==> src/hdl/acas_pkg.sv <==
package acas_pkg;

   // field and register widths
   localparam int TIME_W    = 17;
   localparam int REG_W     = 17;
   localparam int AXIS_W    = 16;
   localparam int QUOT_W    = 16;
   localparam int CSR_IDX_W = 2;

   // defaults for top level parameters and internal sizing
   localparam int NUM_PADDLES_DEFAULT = 2;
   localparam int QUEUE_DEPTH         = 2;

   // register indexes
   localparam logic [CSR_IDX_W-1:0] CSR_MIN_VALID_TIME = 2'd0;
   localparam logic [CSR_IDX_W-1:0] CSR_MAX_VALID_TIME = 2'd1;
   localparam logic [CSR_IDX_W-1:0] CSR_MIN_SPAN       = 2'd2;

   // register reset values
   localparam logic [REG_W-1:0] MIN_VALID_TIME_RST = 17'd100;
   localparam logic [REG_W-1:0] MAX_VALID_TIME_RST = 17'd100000;
   localparam logic [REG_W-1:0] MIN_SPAN_RST       = 17'd100;

   // axis constants
   localparam logic [AXIS_W-1:0] AXIS_OFFSET = 16'h8000;
   localparam logic [AXIS_W-1:0] AXIS_ZERO   = 16'h0000;

   // one job handed from the front end to the divider
   typedef struct packed {
      logic              needs_div;
      logic [AXIS_W-1:0] axis_const;
      logic [TIME_W-1:0] diff;
      logic [REG_W-1:0]  span;
      logic [TIME_W-1:0] low;
      logic [TIME_W-1:0] high;
   } job_type;

endpackage

==> src/hdl/acas_req_if.sv <==
interface acas_req_if;
   import acas_pkg::*;

   logic              valid;
   logic              ready;
   logic              action;
   logic              paddle;
   logic [TIME_W-1:0] elapsed_time;

   modport source (output valid, output action, output paddle, output elapsed_time,
                   input ready);
   modport sink   (input valid, input action, input paddle, input elapsed_time,
                   output ready);
endinterface

==> src/hdl/acas_rsp_if.sv <==
interface acas_rsp_if;
   import acas_pkg::*;

   logic                     valid;
   logic                     ready;
   logic signed [AXIS_W-1:0] axis;
   logic [TIME_W-1:0]        low_seen;
   logic [TIME_W-1:0]        high_seen;

   modport source (output valid, output axis, output low_seen, output high_seen,
                   input ready);
   modport sink   (input valid, input axis, input low_seen, input high_seen,
                   output ready);
endinterface

==> src/hdl/acas_csr_if.sv <==
interface acas_csr_if;
   import acas_pkg::*;

   logic                 valid;
   logic                 ready;
   logic [CSR_IDX_W-1:0] reg_index;
   logic [REG_W-1:0]     wdata;

   modport source (output valid, output reg_index, output wdata, input ready);
   modport sink   (input valid, input reg_index, input wdata, output ready);
endinterface

==> src/hdl/acas_front.sv <==
module acas_front #(
   parameter int NUM_PADDLES = acas_pkg::NUM_PADDLES_DEFAULT
) (
   input  logic              clock,
   input  logic              reset,
   acas_req_if.sink          req_bus,
   acas_csr_if.sink          csr_bus,
   input  logic              q_ready,
   output logic              q_push,
   output acas_pkg::job_type q_job
);
   import acas_pkg::*;

   localparam int IDX_W = (NUM_PADDLES > 1) ? $clog2(NUM_PADDLES) : 1;

   logic [REG_W-1:0]  min_valid_ff;
   logic [REG_W-1:0]  max_valid_ff;
   logic [REG_W-1:0]  min_span_ff;
   logic [TIME_W-1:0] low_mark_ff  [NUM_PADDLES];
   logic [TIME_W-1:0] high_mark_ff [NUM_PADDLES];

   logic              paddle_ok;
   logic [IDX_W-1:0]  idx;
   logic [TIME_W-1:0] t;
   logic [TIME_W-1:0] lo_cur;
   logic [TIME_W-1:0] hi_cur;
   logic              widen;
   logic [TIME_W-1:0] low_in;
   logic [TIME_W-1:0] high_in;
   logic              uncal;
   logic [TIME_W-1:0] t_clamp;
   logic [TIME_W-1:0] span_raw;
   logic [REG_W-1:0]  span_sel;
   logic              accept;

   assign csr_bus.ready = 1'b1;
   assign req_bus.ready = q_ready;
   assign accept        = req_bus.valid & q_ready;

   // paddle lookup
   assign paddle_ok = int'(req_bus.paddle) < NUM_PADDLES;
   assign idx       = IDX_W'(req_bus.paddle);
   assign t         = req_bus.elapsed_time;
   assign lo_cur    = paddle_ok ? low_mark_ff[idx]  : '0;
   assign hi_cur    = paddle_ok ? high_mark_ff[idx] : '0;

   // widen marks with a valid sample, or restore them on a calibration reset
   assign widen = (t > min_valid_ff) && (t < max_valid_ff);

   always_comb begin
      if (req_bus.action) begin
         low_in  = max_valid_ff;
         high_in = min_valid_ff;
      end else begin
         low_in  = (widen && (t < lo_cur)) ? t : lo_cur;
         high_in = (widen && (t > hi_cur)) ? t : hi_cur;
      end
   end

   // clamp and span
   assign uncal    = high_in < low_in;
   assign t_clamp  = (t < low_in) ? low_in : ((t > high_in) ? high_in : t);
   assign span_raw = high_in - low_in;

   always_comb begin
      span_sel = (span_raw < min_span_ff) ? min_span_ff : span_raw;
      if (span_sel == '0) begin
         span_sel = REG_W'(1);
      end
   end

   // job for the divider
   always_comb begin
      q_push           = accept;
      q_job.needs_div  = paddle_ok && !req_bus.action && !uncal;
      q_job.axis_const = (paddle_ok && !req_bus.action && uncal) ? AXIS_OFFSET : AXIS_ZERO;
      q_job.diff       = t_clamp - low_in;
      q_job.span       = span_sel;
      q_job.low        = paddle_ok ? low_in  : '0;
      q_job.high       = paddle_ok ? high_in : '0;
   end

   // configuration registers
   always_ff @(posedge clock) begin
      if (reset) begin
         min_valid_ff <= MIN_VALID_TIME_RST;
         max_valid_ff <= MAX_VALID_TIME_RST;
         min_span_ff  <= MIN_SPAN_RST;
      end else if (csr_bus.valid) begin
         unique case (csr_bus.reg_index)
            CSR_MIN_VALID_TIME: min_valid_ff <= csr_bus.wdata;
            CSR_MAX_VALID_TIME: max_valid_ff <= csr_bus.wdata;
            CSR_MIN_SPAN:       min_span_ff  <= csr_bus.wdata;
            default: begin
            end
         endcase
      end
   end

   // calibration marks
   always_ff @(posedge clock) begin
      if (reset) begin
         for (int i = 0; i < NUM_PADDLES; i++) begin
            low_mark_ff[i]  <= MAX_VALID_TIME_RST;
            high_mark_ff[i] <= MIN_VALID_TIME_RST;
         end
      end else if (accept && paddle_ok) begin
         low_mark_ff[idx]  <= low_in;
         high_mark_ff[idx] <= high_in;
      end
   end

endmodule

==> src/hdl/acas_queue.sv <==
module acas_queue (
   input  logic              clock,
   input  logic              reset,
   input  logic              push,
   input  acas_pkg::job_type push_job,
   output logic              push_ready,
   input  logic              pop,
   output logic              pop_valid,
   output acas_pkg::job_type pop_job
);
   import acas_pkg::*;

   localparam int PTR_W = $clog2(QUEUE_DEPTH);
   localparam int CNT_W = PTR_W + 1;

   job_type          slot_ff [QUEUE_DEPTH];
   logic [PTR_W-1:0] wr_ptr_ff;
   logic [PTR_W-1:0] rd_ptr_ff;
   logic [CNT_W-1:0] count_ff;
   logic             do_push;
   logic             do_pop;

   assign push_ready = count_ff != CNT_W'(QUEUE_DEPTH);
   assign pop_valid  = count_ff != '0;
   assign pop_job    = slot_ff[rd_ptr_ff];
   assign do_push    = push && push_ready;
   assign do_pop     = pop && pop_valid;

   // pointers and fill count
   always_ff @(posedge clock) begin
      if (reset) begin
         wr_ptr_ff <= '0;
         rd_ptr_ff <= '0;
         count_ff  <= '0;
      end else begin
         if (do_push) begin
            wr_ptr_ff <= wr_ptr_ff + PTR_W'(1);
         end
         if (do_pop) begin
            rd_ptr_ff <= rd_ptr_ff + PTR_W'(1);
         end
         if (do_push && !do_pop) begin
            count_ff <= count_ff + CNT_W'(1);
         end else if (do_pop && !do_push) begin
            count_ff <= count_ff - CNT_W'(1);
         end
      end
   end

   // storage
   always_ff @(posedge clock) begin
      if (do_push) begin
         slot_ff[wr_ptr_ff] <= push_job;
      end
   end

endmodule

==> src/hdl/acas_back.sv <==
module acas_back (
   input  logic              clock,
   input  logic              reset,
   input  logic              q_valid,
   input  acas_pkg::job_type q_job,
   output logic              q_pop,
   acas_rsp_if.source        rsp_bus
);
   import acas_pkg::*;

   localparam int CNT_W = $clog2(QUOT_W) + 1;
   localparam int NUM_W = TIME_W + QUOT_W;

   typedef enum logic {
      ST_IDLE,
      ST_DIV
   } state_type;

   state_type         state_ff;
   logic [REG_W-1:0]  rem_ff;
   logic [QUOT_W-1:0] num_lo_ff;
   logic [QUOT_W-1:0] quo_ff;
   logic [REG_W-1:0]  span_ff;
   logic [CNT_W-1:0]  cnt_ff;
   logic [TIME_W-1:0] low_ff;
   logic [TIME_W-1:0] high_ff;
   logic              out_valid_ff;
   logic [AXIS_W-1:0] axis_ff;
   logic [TIME_W-1:0] low_seen_ff;
   logic [TIME_W-1:0] high_seen_ff;

   logic              out_free;
   logic              out_load;
   logic [NUM_W-1:0]  num_in;
   logic [REG_W:0]    trial;
   logic              fits;
   logic [REG_W-1:0]  rem_in;
   logic [QUOT_W-1:0] quo_in;

   assign rsp_bus.valid     = out_valid_ff;
   assign rsp_bus.axis      = axis_ff;
   assign rsp_bus.low_seen  = low_seen_ff;
   assign rsp_bus.high_seen = high_seen_ff;

   assign out_free = !out_valid_ff || rsp_bus.ready;
   assign q_pop    = (state_ff == ST_IDLE) && q_valid && (q_job.needs_div || out_free);

   // output register takes a response this cycle
   assign out_load = ((state_ff == ST_IDLE) && q_pop && !q_job.needs_div) ||
                     ((state_ff == ST_DIV) && (cnt_ff == '0) && out_free);

   // dividend is diff * 65535; its upper part is already below the divisor
   assign num_in = {q_job.diff, {QUOT_W{1'b0}}} - NUM_W'(q_job.diff);

   // one restoring division step
   assign trial  = {rem_ff, num_lo_ff[QUOT_W-1]};
   assign fits   = trial >= {1'b0, span_ff};
   assign rem_in = fits ? REG_W'(trial - {1'b0, span_ff}) : REG_W'(trial);
   assign quo_in = {quo_ff[QUOT_W-2:0], fits};

   // sequencer, divider and output register
   always_ff @(posedge clock) begin
      if (reset) begin
         state_ff     <= ST_IDLE;
         out_valid_ff <= 1'b0;
         cnt_ff       <= '0;
      end else begin
         if (out_load) begin
            out_valid_ff <= 1'b1;
         end else if (rsp_bus.ready) begin
            out_valid_ff <= 1'b0;
         end
         unique case (state_ff)
            ST_IDLE: begin
               if (q_pop) begin
                  if (q_job.needs_div) begin
                     rem_ff    <= num_in[NUM_W-1:QUOT_W];
                     num_lo_ff <= num_in[QUOT_W-1:0];
                     quo_ff    <= '0;
                     span_ff   <= q_job.span;
                     low_ff    <= q_job.low;
                     high_ff   <= q_job.high;
                     cnt_ff    <= CNT_W'(QUOT_W);
                     state_ff  <= ST_DIV;
                  end else begin
                     axis_ff      <= q_job.axis_const;
                     low_seen_ff  <= q_job.low;
                     high_seen_ff <= q_job.high;
                  end
               end
            end
            ST_DIV: begin
               if (cnt_ff != '0) begin
                  rem_ff    <= rem_in;
                  quo_ff    <= quo_in;
                  num_lo_ff <= {num_lo_ff[QUOT_W-2:0], 1'b0};
                  cnt_ff    <= cnt_ff - CNT_W'(1);
               end else if (out_free) begin
                  axis_ff      <= quo_ff ^ AXIS_OFFSET;
                  low_seen_ff  <= low_ff;
                  high_seen_ff <= high_ff;
                  state_ff     <= ST_IDLE;
               end
            end
            default: begin
               state_ff <= ST_IDLE;
            end
         endcase
      end
   end

endmodule

==> src/hdl/auto_calibrating_axis_scaler.sv <==
// channel   | bus      | direction | contents
// request   | req_bus  | in        | action, paddle, elapsed_time
// response  | rsp_bus  | out       | axis, low_seen, high_seen
// registers | csr_bus  | in        | reg_index, wdata (always ready)
//
// a scale request is classified and queued, popped by the back end, run through
// 16 steps of the serial restoring divider in the back end, then loaded into the output register
// calibration resets, uncalibrated paddles and bad paddle indexes skip the divider
// reset is synchronous: registers and marks return to defaults at once, no clearing pass
// a full queue stalls the request side; the output register holds a response until taken
module auto_calibrating_axis_scaler #(
   parameter int NUM_PADDLES = acas_pkg::NUM_PADDLES_DEFAULT
) (
   input  logic       clock,
   input  logic       reset,
   acas_req_if.sink   req_bus,
   acas_rsp_if.source rsp_bus,
   acas_csr_if.sink   csr_bus
);
   import acas_pkg::*;

   logic    push;
   job_type push_job;
   logic    push_ready;
   logic    pop;
   logic    pop_valid;
   job_type pop_job;

   // classify requests and keep the marks
   acas_front #(
      .NUM_PADDLES(NUM_PADDLES)
   ) u_front (
      .clock   (clock),
      .reset   (reset),
      .req_bus (req_bus),
      .csr_bus (csr_bus),
      .q_ready (push_ready),
      .q_push  (push),
      .q_job   (push_job)
   );

   // decoupling queue
   acas_queue u_queue (
      .clock      (clock),
      .reset      (reset),
      .push       (push),
      .push_job   (push_job),
      .push_ready (push_ready),
      .pop        (pop),
      .pop_valid  (pop_valid),
      .pop_job    (pop_job)
   );

   // divide and respond
   acas_back u_back (
      .clock   (clock),
      .reset   (reset),
      .q_valid (pop_valid),
      .q_job   (pop_job),
      .q_pop   (pop),
      .rsp_bus (rsp_bus)
   );

endmodule

==> src/flat_wrapper.sv <==
// flat-port wrapper written by rule: the top's interface ports become plain ports
module auto_calibrating_axis_scaler_flat import acas_pkg::*;
#(
   parameter int NUM_PADDLES = acas_pkg::NUM_PADDLES_DEFAULT
)
  (clock, reset, req_bus_valid, req_bus_action, req_bus_paddle, req_bus_elapsed_time, req_bus_ready, rsp_bus_valid, rsp_bus_axis, rsp_bus_low_seen, rsp_bus_high_seen, rsp_bus_ready, csr_bus_valid, csr_bus_reg_index, csr_bus_wdata, csr_bus_ready);
  acas_req_if req_bus_i ();
  acas_rsp_if rsp_bus_i ();
  acas_csr_if csr_bus_i ();
  input  logic clock;
  input  logic reset;
  input wire logic [$bits(req_bus_i.valid)-1:0] req_bus_valid;
  input wire logic [$bits(req_bus_i.action)-1:0] req_bus_action;
  input wire logic [$bits(req_bus_i.paddle)-1:0] req_bus_paddle;
  input wire logic [$bits(req_bus_i.elapsed_time)-1:0] req_bus_elapsed_time;
  output wire logic [$bits(req_bus_i.ready)-1:0] req_bus_ready;
  output wire logic [$bits(rsp_bus_i.valid)-1:0] rsp_bus_valid;
  output wire logic [$bits(rsp_bus_i.axis)-1:0] rsp_bus_axis;
  output wire logic [$bits(rsp_bus_i.low_seen)-1:0] rsp_bus_low_seen;
  output wire logic [$bits(rsp_bus_i.high_seen)-1:0] rsp_bus_high_seen;
  input wire logic [$bits(rsp_bus_i.ready)-1:0] rsp_bus_ready;
  input wire logic [$bits(csr_bus_i.valid)-1:0] csr_bus_valid;
  input wire logic [$bits(csr_bus_i.reg_index)-1:0] csr_bus_reg_index;
  input wire logic [$bits(csr_bus_i.wdata)-1:0] csr_bus_wdata;
  output wire logic [$bits(csr_bus_i.ready)-1:0] csr_bus_ready;
  assign req_bus_i.valid = req_bus_valid;
  assign req_bus_i.action = req_bus_action;
  assign req_bus_i.paddle = req_bus_paddle;
  assign req_bus_i.elapsed_time = req_bus_elapsed_time;
  assign req_bus_ready = req_bus_i.ready;
  assign rsp_bus_valid = rsp_bus_i.valid;
  assign rsp_bus_axis = rsp_bus_i.axis;
  assign rsp_bus_low_seen = rsp_bus_i.low_seen;
  assign rsp_bus_high_seen = rsp_bus_i.high_seen;
  assign rsp_bus_i.ready = rsp_bus_ready;
  assign csr_bus_i.valid = csr_bus_valid;
  assign csr_bus_i.reg_index = csr_bus_reg_index;
  assign csr_bus_i.wdata = csr_bus_wdata;
  assign csr_bus_ready = csr_bus_i.ready;
  auto_calibrating_axis_scaler #(.NUM_PADDLES(NUM_PADDLES)) u_core (.clock(clock), .reset(reset), .req_bus(req_bus_i), .rsp_bus(rsp_bus_i), .csr_bus(csr_bus_i));
endmodule
==> config.mk <==
export PLATFORM = sky130hd
export DESIGN_NAME = auto_calibrating_axis_scaler_flat
export DESIGN_NICKNAME = d
export VERILOG_FILES = /design/src/hdl/acas_pkg.sv /design/src/hdl/acas_req_if.sv /design/src/hdl/acas_rsp_if.sv /design/src/hdl/acas_csr_if.sv /design/src/hdl/acas_front.sv /design/src/hdl/acas_queue.sv /design/src/hdl/acas_back.sv /design/src/hdl/auto_calibrating_axis_scaler.sv /design/src/flat_wrapper.sv
export SDC_FILE = /design/constraint.sdc
export NUM_CORES = 1
export LEC_CHECK = 0
export ABC_CLOCK_PERIOD_IN_PS = 12700
export BUFFER_PORTS_ARGS = -buffer_cell sky130_fd_sc_hd__clkbuf_2
export CORE_MARGIN = 3
export CORE_UTILIZATION = 40
export DETAILED_ROUTE_END_ITERATION = 10
export SETUP_SLACK_MARGIN = 0.1
export SLEW_MARGIN = 15
export SYNTH_ARGS = -nofsm -noshare
export SYNTH_HDL_FRONTEND = slang
export SYNTH_HIERARCHICAL = 1
export SYNTH_SLANG_ARGS = --single-unit
==> constraint.sdc <==
create_clock -name clock -period 12.7 [get_ports clock]
set_clock_uncertainty 0.2 [all_clocks]
set_input_delay 0.635 -clock clock [delete_from_list [all_inputs] [get_ports clock]]
set_output_delay 0.635 -clock clock [all_outputs]
set_load 0.03 [all_outputs]
After elaboration in Yosys (flattened, before gate mapping):

Memories as Yosys holds them, arrays and structs flattened. A register that Yosys moved wholly into a read port is not among the register bits.
Index checks and enable logic that the tools add are counted.

* input bits: 43
* word-level logic and storage cells: 157
* register bits: 212
* memory bits (writable): 238
* memories kept: 3
* output and inout bits: 53

Memories
* u_core.u_queue.slot_ff: depth 2, bits a word 85, rd ports 1, clocked after Yosys merged registers in 1, wr ports 1, RTL line acas_queue.sv:16 `job_type slot_ff [QUEUE_DEPTH];`
* u_core.u_front.high_mark_ff: depth 2, bits a word 17, rd ports 1, clocked after Yosys merged registers in 0, wr ports 2, RTL line acas_front.sv:20 `logic [TIME_W-1:0] high_mark_ff [NUM_PADDLES];`
* u_core.u_front.low_mark_ff: depth 2, bits a word 17, rd ports 1, clocked after Yosys merged registers in 0, wr ports 2, RTL line acas_front.sv:19 `logic [TIME_W-1:0] low_mark_ff [NUM_PADDLES];`

* bitwise logic cells: 4
* multiplexer cells: 65
* reductions and logical operators: 40
* equality and inequality tests: 9
* add/subtract/negate cells: 9
* magnitude comparators: 9

Operators with widths (count)
* $mux W17: 22
* $mux W16: 11
* $pmux W17 S2: 3
* $pmux W16 S2: 3
* $lt A17 B17 Y1: 5
* $gt A17 B17 Y1: 3
* $sub A17 B17 Y17: 3
* $reduce_or A17 Y1: 2
* $sub A33 B17 Y33: 1
* $mux W1: 19
* $ge A18 B17 Y1: 1
* $logic_not A17 Y1: 1
* $logic_and A1 B1 Y1: 15
* $mux W5: 3
* $ne A2 B2 Y1 const B: 5
* $pmux W5 S2: 1
* $reduce_and A4 Y1: 2
* $logic_not A1 Y1: 6
* $reduce_and A2 Y1: 3
* $reduce_bool A2 Y1: 3
* $logic_not A5 Y1: 1
* $reduce_and A5 Y1: 1
* $reduce_bool A5 Y1: 1
* $sub A5 B1 Y5 const B: 1
* other kinds (13): 20

Logic depth before layout (Yosys ltp):

* word-level depth: 10
* gate-level depth with buffers: 41
* mapped depth without buffers: 36

By module:

Netlist, hierarchy kept.

By module, submodules not included
* acas_front: times used 1, cells an instance 1271, area an instance 10555.1 um^2, sequential area each 3062.9 um^2
* acas_back: times used 1, cells an instance 619, area an instance 7711.1 um^2, sequential area each 4644.5 um^2
* acas_queue: times used 1, cells an instance 288, area an instance 6363.6 um^2, sequential area each 5205.0 um^2

Least setup slack after synthesis:

No wires, ideal clock.

* kind: input to register
* start point: input port req_bus_paddle
* end point: memory u_core/u_queue/slot_ff[0][34] (netlist name), data pin
* cell stages on the path: 37
* setup slack: 2.531 ns
* arrival time: 9.777 ns
* buffers on the path: 5
* setup time: 0.192 ns
* data required time: 12.308 ns
* cell sequence: buf_2 -> buf_1 -> clkbuf_1 -> mux2i_1 -> ha_1 -> nand4_1 -> nor3_1 -> a22oi_1 -> and3_1 -> nand4_4 -> clkbuf_1 -> buf_1 -> a211oi_1 -> a21oi_1 -> ha_1 -> a21o_1 -> a21o_1 -> nor4_1 -> a31oi_1 -> o21a_1 -> o31ai_1 -> o21ai_0 -> and4_1 -> o31ai_1 -> o31a_1 -> ha_1 -> and4_1 -> a21oi_1 -> nand2_1 -> nor2_1 -> inv_1 -> mux2_2 -> or4bb_1 -> or4_1 -> or4_1 -> or4_1 -> o41ai_2

RTL lines
* start: declaration: RTL line flat_wrapper.sv:14 `input wire logic [$bits(req_bus_i.paddle)-1:0] req_bus_paddle;`
* end: declaration: RTL line acas_queue.sv:16

==> out/qor.csv <==
metric,value,unit
Critical Path RT,12.91,ns
gr busiest metal,met2,
"Max stage delay cell, worst path",nand2_1,
final setup fails,0,
tightest slew margin relative to the limit,17.67,%
Synth Area per Inst,11.31,µm²
complex-gate fraction of the synthesized area,12.92,%
share of power burned in registers,37.6,%
vias in the first global route,17430,
CORE AREA,0.06058,mm²
Worst Tran Pin Value,1.235,ns
"commonest non-fill, non-tap cells in the layout","edfxtp_1, nand2_1, nor2_1, ha_1, a21oi_1",
largest family of logic cells by synthesized area,compound AO/OA/AOI/OAI gates,
utilization after layout,45.83,%
placer congestion estimate,0.9609,
first-pass GRT wire length,104500,µm
"EDFF count, synth",388,
setup TNS,0,ns
Post-Synth Simple-Gate Area,11.52,%
GRT Resource Usage Total,21.41,%
CTS max path bufs,3,
Die Y-Extent,254.1,µm
nets,2477,
fmax,91.40,MHz
PostCTS Resize Cnt,0,
hold_buf cts,0,
P per Cell Area,211.3,mW/mm²
Net Sw Power,2.006,mW
worst reg2reg setup slack,2.11,ns
Netlist Area Pre-Place,0.02463,mm²
RSZ-0062 raised after global routing,false,
via count,17530,
Detailed Place HPWL,49960,µm
Num CTS Buffers,51,
Sw Share,34.20,%
met3 Use GR,3.039,%
vias per cell,5.667,
Initial Util,40.65,%
fin area,0.02777,mm²
hold depth,4,
distinct cell type count after synthesis,95,
Synth Register Bits,451,
CTS root buffer,clkbuf_16,
Fin. Hold Viols,0,
Post-synth ARST share,0,%
Worst setup EP type,flip-flop,
fin cells,3094,
worst vdd ir,0.0001361,V
M2 GR Usage,36.15,%
DRT iter0 DRCs,1327,
WP data arrival,11.15,ns
Synth Flop Type,edfxtp_1,
Worst Setup Start Kind,input port,
Overflow after GRT,0,
antenna violations before repair,0,
XOR/XNOR share of the synthesized area,2.703,%
die area,0.06459,mm²
HP Class,in -> reg,
die width,254.1,µm
Port Buffers,94,
status,"finished, final reports clean",
DR WL/cell,22.58,µm
DRT Pass-1 Iters,8,
antenna cells,0,
Post-DRT Antenna Nets,0,
"Seq/Total Area, Yosys",52.43,%
clock network power share,27.3,%
post-synthesis mux area share,7.686,%
placed insts,2999,
CTS H-tree depth,2,
WS Path Type,in -> reg,
post-CTS setup buffer count,0,
Syn. warnings,6,
post-synthesis cell count,2178,
Synth Area in Adders,8.504,%
largest net degree at the start of global routing,72,
combinational share of power,35.1,%
placed cell area,0.02591,mm²
crit path time final,10.94,ns
Site Rows,90,
final worst-path cycle share,86.15,%
r2r endpoint,u_core/u_queue/slot_ff[0][34],
Ports,96,
max_cap viols,0,
worst r2r src,u_core/u_front/high_mark_ff[0][1],
layout cell share with drive strength beyond 1,17.08,%
clock sink count,451,
"slowest stage delay, CP",0.71,ns
Setup WS post-layout,1.759,ns
Clock transition at path regs,0.06,ns
"most common cell after layout, fill and taps aside",edfxtp_1,
met1 Usage GRT,27.48,%
WHS Endpoint,u_core/u_back/state_ff,
CTS tree,done,
Residual DRC,0,
R2R cell count,34,
Pint,3.860,mW
worst-path maximum fanout,26,
WL final,69850,µm
leakage power,10.42,nW
Hold Path Origin,rsp_bus_ready,
DP Worst Slack,1.258,ns
Skew-Pair Late Insertion Delay,0.61,ns
Syn-to-layout area delta,12.74,%
max-slew violations,0,
-- kinds of logic (layout without fill, tap and decap cells) --
family                     count (synthesis)  in the layout
AOI/OAI and AO/OA                        477            477
other                                      2             16
buffers and inverters                    239            359
and+or+nand+nor                          595            595
xor gates and xnor gates                  76             76
muxes                                    172            172
adders and majority gates                166            166
DFF                                      451            451
-- power groups by stage --
stage	registers (mW)	logic [mW]	clock network [mW]
3_5_place_dp	2.24	2.05	0
6_report	2.20	2.06	1.60
2_1_floorplan	2.27	1.44	0
4_1_cts	2.21	2.06	1.65
5_1_grt	2.23	2.25	1.70
3_3_place_gp	2.23	2.01	0
-- cell type report --
cell class | instances | area [µm²]
fillers | 5540 | 32820
flip-flops and latches | 451 | 12920
multi-input cells | 1502 | 10760
clock buffers | 63 | 1351
well taps | 782 | 978.4
repair buffers | 130 | 740.7
inverters | 134 | 514.2
clock inverters | 32 | 501.7
-- worst max path at each step --
stage / startpoint / end / slack [ns] / cells after the start
3_5_place_dp: req_bus_paddle / u_core/u_queue/slot_ff[1][34] / 1.26 / 35
6_report: req_bus_paddle / u_core/u_queue/slot_ff[0][34] / 1.76 / 35
4_1_cts: req_bus_paddle / u_core/u_queue/slot_ff[1][34] / 1.87 / 35
3_3_place_gp: req_bus_paddle / u_core/u_queue/slot_ff[0][34] / 1.58 / 36
2_1_floorplan: req_bus_paddle / u_core/u_queue/slot_ff[0][34] / 2.53 / 37
5_1_grt: req_bus_paddle / u_core/u_queue/slot_ff[1][34] / 1.04 / 35
-- Yosys cell counts (all sizes together), types with 4 or more instances --
cell,n,area [µm²]
a2111oi,10,120.1
a211o,20,176.4
a211oi,42,320.3
a21boi,4,30.03
a21o,45,337.8
a21oi,153,773.2
a221oi,4,35.03
a22oi,5,37.54
a311oi,5,43.79
a31oi,16,100.1
a32oi,5,43.79
and2,28,175.2
and3,11,68.82
and4,7,61.31
buf,42,289.0
clkbuf,63,236.5
dfxtp,63,1261
edfxtp,388,11650
ha,161,2014
inv,132,500.5
mux2,137,1543
mux2i,35,350.3
nand2,208,780.8
nand2b,14,87.58
nand3,28,140.1
nand3b,6,45.04
nand4,26,177.7
nor2,178,668.1
nor2b,19,118.9
nor3,19,100.1
nor4,15,100.1
o211ai,26,214.0
o21a,16,120.1
o21ai,81,412.9
o221ai,5,43.79
o311ai,6,70.07
o31a,5,43.79
o31ai,7,52.55
or2,8,50.05
or3,7,43.79
or4,5,45.04
xnor2,53,464.2
xor2,23,201.4
-- layer usage --
metal / routed length (µm) / vias to the layer above
li1: - / 8213
met1: 29430 / 8554
met2: 33260 / 599
met3: 4081 / 167
met4: 3075 / 0
met5: 0 / -
-- sequential cells by signal, summed over array words and instances, names as in the netlist, named ones only --
name and count:
u_core/u_queue/slot_ff 170, u_core/u_front/high_mark_ff 34, u_core/u_front/low_mark_ff 34, u_core/u_back/high_ff 17
u_core/u_back/low_ff 17, u_core/u_back/rem_ff 17, u_core/u_back/rsp_bus.high_seen 17, u_core/u_back/rsp_bus.low_seen 17
u_core/u_back/span_ff 17, u_core/u_front/max_valid_ff 17, u_core/u_front/min_span_ff 17, u_core/u_front/min_valid_ff 17
u_core/u_back/num_lo_ff 16, u_core/u_back/quo_ff 16, u_core/u_back/rsp_bus.axis 16, u_core/u_back/cnt_ff 5
u_core/u_queue/count_ff 2, u_core/u_back/rsp_bus.valid 1, u_core/u_back/state_ff 1, u_core/u_queue/rd_ptr_ff 1
u_core/u_queue/wr_ptr_ff 1
-- critical path: cells and delay by family --
family                     cells  cell delay, ns
buffers and inverters          3            1.19
AOI/OAI and AO/OA             15            3.73
muxes                          2            0.72
and+or+nand+nor               12            3.93
adders and majority gates      3            0.88
-- per-stage QoR --
step / hold slack (ns) / power, mW
global route: 0.1234 / 6.184
detailed placement: 0.2480 / 4.284
finish: 0.1375 / 5.866
floorplan: 0.2363 / 3.711
CTS: 0.08575 / 5.915
global placement: 0.2456 / 4.240
Note: power is estimated with default switching activity, not from simulation.
